--- config.mk ---
export PLATFORM = sky130hd
export DESIGN_NAME = lphm_ctrl
export DESIGN_NICKNAME = d
export VERILOG_FILES = /design/src/lphm_pkg.sv /design/src/lphm_ctrl.sv
export SDC_FILE = /design/constraint.sdc
export NUM_CORES = 1
export LEC_CHECK = 0
export BUFFER_PORTS_ARGS = -buffer_cell sky130_fd_sc_hd__buf_2
export CORE_MARGIN = 2
export CORE_UTILIZATION = 34
export DETAILED_ROUTE_END_ITERATION = 10
export HOLD_SLACK_MARGIN = 0.06
export PLACE_DENSITY_LB_ADDON = 0.3
export SYNTH_ARGS = -nofsm -noshare
export SYNTH_HDL_FRONTEND = slang
export SYNTH_SLANG_ARGS = --single-unit
--- constraint.sdc ---
create_clock -name clk -period 1.7 [get_ports clk]
set_clock_uncertainty 0.2 [all_clocks]
set_input_delay 0 -clock clk [delete_from_list [all_inputs] [get_ports clk]]
set_output_delay 0 -clock clk [all_outputs]
set_load 0.05 [all_outputs]
--- src/lphm_pkg.sv ---
`timescale 1ns / 1ps
// Shared types and constants of the linear probing hash map.
// Used by the interfaces' users, the controller, the datapath and the top level.
package lphm_pkg;

  localparam int LOG_SLOTS_MAX = 12;
  localparam logic [3:0] SIZE_LOG_RST = 4'd12;
  localparam int PADDR_W = 3;
  localparam logic [31:0] HASH_MUL = 32'd2654435761;
  localparam logic [31:0] EMPTY_VAL = 32'hFFFF_FFFF;

  typedef enum logic [1:0] {
    ACT_ACCESS = 2'd0,
    ACT_WRITE  = 2'd1,
    ACT_REMOVE = 2'd2,
    ACT_CLEAR  = 2'd3
  } action_t;

  typedef enum logic [1:0] {
    STAT_OK       = 2'd0,
    STAT_FULL     = 2'd1,
    STAT_RESERVED = 2'd2
  } status_t;

  typedef enum logic [1:0] {
    WS_SWEEP  = 2'd0,
    WS_INSERT = 2'd1,
    WS_MOVE   = 2'd2,
    WS_VACATE = 2'd3
  } wsel_t;

  typedef enum logic [1:0] {
    RES_FREE     = 2'd0,
    RES_HIT      = 2'd1,
    RES_FULL     = 2'd2,
    RES_RESERVED = 2'd3
  } res_sel_t;

  typedef struct packed {
    logic     accept;
    logic     probe_start;
    logic     probe_next;
    logic     shift_start;
    logic     shift_load;
    logic     shift_eval;
    logic     shift_next;
    logic     sweep;
    logic     wr_en;
    wsel_t    wsel;
    logic     finish;
    res_sel_t res_sel;
    logic     emit;
  } cmd_t;

  typedef struct packed {
    action_t op;
    logic    reserved;
    logic    empty;
    logic    match;
    logic    last;
    logic    move;
    logic    sweep_last;
    logic    out_free;
  } stat_t;

endpackage

--- src/lphm_ctrl.sv ---
`timescale 1ns / 1ps
// Controller state machine of the hash map: sequences probe, shift-back and sweep.
// Depends on lphm_pkg; drives the datapath through cmd_t and reads stat_t.
module lphm_ctrl import lphm_pkg::*; (
  input  logic  clk,
  input  logic  rst,
  input  logic  in_valid,
  output logic  in_ready,
  input  stat_t stat,
  output cmd_t  cmd
);

  typedef enum logic [10:0] {
    ST_INIT   = 11'b000_0000_0001,
    ST_IDLE   = 11'b000_0000_0010,
    ST_DECODE = 11'b000_0000_0100,
    ST_CLR    = 11'b000_0000_1000,
    ST_PREAD  = 11'b000_0001_0000,
    ST_PCHK   = 11'b000_0010_0000,
    ST_SREAD  = 11'b000_0100_0000,
    ST_SCHK   = 11'b000_1000_0000,
    ST_SHOME  = 11'b001_0000_0000,
    ST_SFIN   = 11'b010_0000_0000,
    ST_DONE   = 11'b100_0000_0000
  } state_t;

  state_t state;
  state_t state_next;

  assign in_ready = (state == ST_IDLE);

  always_comb begin
    cmd = '0;
    state_next = state;
    case (state)
      ST_INIT, ST_CLR: begin
        cmd.wr_en = 1'b1;
        cmd.wsel = WS_SWEEP;
        cmd.sweep = 1'b1;
        if (stat.sweep_last) begin
          state_next = (state == ST_INIT) ? ST_IDLE : ST_DONE;
        end
      end
      ST_IDLE: begin
        if (in_valid) begin
          cmd.accept = 1'b1;
          state_next = ST_DECODE;
        end
      end
      ST_DECODE: begin
        if (stat.op == ACT_CLEAR) begin
          state_next = ST_CLR;
        end else if (stat.op == ACT_WRITE && stat.reserved) begin
          cmd.finish = 1'b1;
          cmd.res_sel = RES_RESERVED;
          state_next = ST_DONE;
        end else begin
          cmd.probe_start = 1'b1;
          state_next = ST_PREAD;
        end
      end
      ST_PREAD: begin
        state_next = ST_PCHK;
      end
      ST_PCHK: begin
        if (stat.empty) begin
          cmd.finish = 1'b1;
          cmd.res_sel = RES_FREE;
          if (stat.op != ACT_REMOVE) begin
            cmd.wr_en = 1'b1;
            cmd.wsel = WS_INSERT;
          end
          state_next = ST_DONE;
        end else if (stat.match) begin
          cmd.finish = 1'b1;
          cmd.res_sel = RES_HIT;
          if (stat.op == ACT_REMOVE) begin
            cmd.shift_start = 1'b1;
            state_next = ST_SREAD;
          end else begin
            if (stat.op == ACT_WRITE) begin
              cmd.wr_en = 1'b1;
              cmd.wsel = WS_INSERT;
            end
            state_next = ST_DONE;
          end
        end else if (stat.last) begin
          cmd.finish = 1'b1;
          cmd.res_sel = RES_FULL;
          state_next = ST_DONE;
        end else begin
          cmd.probe_next = 1'b1;
          state_next = ST_PREAD;
        end
      end
      ST_SREAD: begin
        state_next = ST_SCHK;
      end
      ST_SCHK: begin
        if (stat.empty) begin
          state_next = ST_SFIN;
        end else begin
          cmd.shift_load = 1'b1;
          state_next = ST_SHOME;
        end
      end
      ST_SHOME: begin
        cmd.shift_eval = 1'b1;
        if (stat.move) begin
          cmd.wr_en = 1'b1;
          cmd.wsel = WS_MOVE;
        end
        if (stat.last) begin
          state_next = ST_SFIN;
        end else begin
          cmd.shift_next = 1'b1;
          state_next = ST_SREAD;
        end
      end
      ST_SFIN: begin
        cmd.wr_en = 1'b1;
        cmd.wsel = WS_VACATE;
        state_next = ST_DONE;
      end
      ST_DONE: begin
        if (stat.out_free) begin
          cmd.emit = 1'b1;
          state_next = ST_IDLE;
        end
      end
      default: begin
        state_next = ST_INIT;
      end
    endcase
  end

  always_ff @(posedge clk) begin
    if (rst) begin
      state <= ST_INIT;
    end else begin
      state <= state_next;
    end
  end

endmodule

==> impl_metrics.json <==
{
  "max_freq_mhz": 470,
  "worst_pin_slew_ps": 388,
  "die_w_um": 57.9,
  "routed_via_density": 5.98,
  "avgSynthCellArea_um2": 8.29,
  "violations": "negative setup slack",
  "core_um2": 2760,
  "yosys.area_share.simple": 0.501,
  "drtIter0Drc": 47,
  "p_leak_nw": 0.947,
  "synth_fa_ha_area_frac": 0,
  "overflow": 0,
  "worstPathArrival_ps": 1930,
  "fin_crit_sh": 1.25,
  "gp_congestion": 0.995,
  "cts.clk_slew.worst_paths_ps": 80,
  "synth_mux_area_frac": 0.0102,
  "synth.distinct_cells": 44,
  "hold_viol": 0,
  "wl_mm": 5.24,
  "hold_ws_ps": 118,
  "path_max_fanout": 5,
  "most-common-layout-cells": "38 x buf_4, 22 x buf_6, 11 x buf_2",
  "grt.total_usage": 0.275,
  "maxSlewHeadroom": 0.741,
  "biggestRegsByFlops": "state x11",
  "setup_viol": 27,
  "ff2ff_setup_slack_ps": -320,
  "min_period_ps": 2130,
  "diodes": 0,
  "drive_gt1_frac": 0.696,
  "vdd_drop_max_mv": 1.22,
  "die_area_um2": 3350,
  "antenna_left": 0,
  "top_register": "state",
  "hp-class": "in -> reg",
  "ys_seq_area_frac": 0.223,
  "maxCapViolations": 0,
  "largest_reg_flops": 11,
  "cts_buffer_depth": 2,
  "worstSetupStartpointType": "register",
  "synth_nets": 131,
  "outcome": "complete, but fails checks",
  "pre_cts_ws_ps": -178,
  "htreeDepth": 1,
  "synth_top_family_by_area": "simple AND/OR/NAND/NOR gates",
  "clkSinkCount": 11,
  "yosysTopAreaCellShare": 0.223,
  "portBuffers": 27,
  "num_vias": 1424,
  "ys.flop_type": "dfxtp_1",
  "finalNetCount": 220,
  "final_common_cell": "buf_4",
  "cts_tree": "built",
  "start_util": 0.358,
  "slew_viol_final": 0,
  "synth-async-reset-ratio": 0,
  "crit_type": "reg -> out",
  "dp_hpwl_mm": 2.64,
  "cts-root-buf": "clkbuf_4",
  "synth_edf_count": 0,
  "routedWlPerCell_um": 22.0,
  "drcViolationCount": 0,
  "synth_area_leaders": "dfxtp_1 22%, nor2_1 5.3%, nor4b_1 4.4%",
  "syn_to_final_growth_pct": 120,
  "p_total_mw": 1.97,
  "required_ps": 1500,
  "yosysTopAreaCell": "dfxtp_1",
  "power.density_nw_per_um2": 910,
  "first_global_vias": 1400,
  "die_h_um": 57.9,
  "synth_compound_area_frac": 0.159,
  "synth_warnings": 0,
  "fillers": 152,
  "first_pass_iters": 4,
  "insertion_delay_ps": 290,
  "antenna_found_initial": 0,
  "syn_inst": 119,
  "ys_ff_latch": 11,
  "num_rows": 19,
  "multi_input_area_um2": 965,
  "ios": 28,
  "finalWorstSetupSlack_ps": -428,
  "yosys.area_share.xor_xnor": 0.0444,
  "rsz0062_at_grt": "true",
  "crit_path_end_kind": "output port",
  "cts_made_buffers": 3,
  "grt_max_degree": 9,
  "grt_pass1_wl_mm": 6.81,
  "syn_area_um2": 986,
  "regArea_um2": 238
}
[kinds of logic (layout without fill, tap and decap cells)]
group                  Yosys count  count (layout)
flip-flops                      11              11
multiplexers                     1               1
XOR/XNOR                         5               5
buffers and inverters           11              99
AO/OA/AOI/OAI                   20              20
AND/OR/NAND/NOR                 71              71
[critical path, stage by stage, from the launching register on]
cell      delay [ps]
dfxtp_4          390
nor4_4           290
buf_6            170
nand4b_4         200
buf_4            220
nor3_4           170
buf_6            190
[final cells by class]
cell class	count	area share
Multi-Input combinational cell	97	0.445
Timing Repair Buffer	92	0.408
Clock buffer	4	0.0121
Inverter	3	0.00693
Sequential cell	11	0.110
Tap cell	31	0.0179
[worst paths after layout]
| path | endpoint | depth (start not counted) | startpoint |
|---|---|---|---|
| min reg2reg | state[0] | 1 | state[0] |
| max | cmd[11] | 6 | state[10] |
| max reg2reg | state[5] | 6 | state[1] |
| min | state[10] | 6 | stat[0] |
[timing repair]
action                     CTS  global route
buffers inserted            17             6
hold buffers                 8             0
pin swaps                   26            12
setup endpoints to repair   27            27
gates resized for setup     86            19
hold endpoints to repair    10             0
[power by group]
part / internal, mW / switching [mW] / leakage, nW
Clock: 0.0914 / 0.111 / 0.0150
Combinational: 0.694 / 0.734 / 0.839
Sequential: 0.279 / 0.0605 / 0.0934
[layer usage]
layer / up-vias / global-route usage / routed length, µm
met5: - / 0 / 0
met4: 0 / 0.169 / 285
met3: 26 / 0.0290 / 280
met2: 75 / 0.485 / 2600
met1: 698 / 0.315 / 2070
li1: 625 / - / -
[stage by stage]
stage	cells	util	area (µm²)	setup TNS [ps]
after global placement	203	0.532	1470	-1380
after global routing	238	0.785	2170	-8970
after floorplan	119	-	1060	-2010
after detailed placement	203	0.532	1470	-2340
after CTS	232	0.733	2020	-4780
final	238	0.785	2170	-7320
[synth_stat cells (3+ instances only)]
| library cell | instances |
|---|---|
| dfxtp_1 | 11 |
| nor4b_1 | 5 |
| inv_1 | 3 |
| xor2_1 | 5 |
| nand3_1 | 3 |
| nand2_1 | 8 |
| nor3_1 | 7 |
| o21ai_0 | 4 |
| nand4_1 | 4 |
| nand3b_1 | 3 |
| and2_1 | 3 |
| a21oi_1 | 6 |
| nor2_1 | 14 |
No activity file was read; power rests on OpenSTA's default activity.
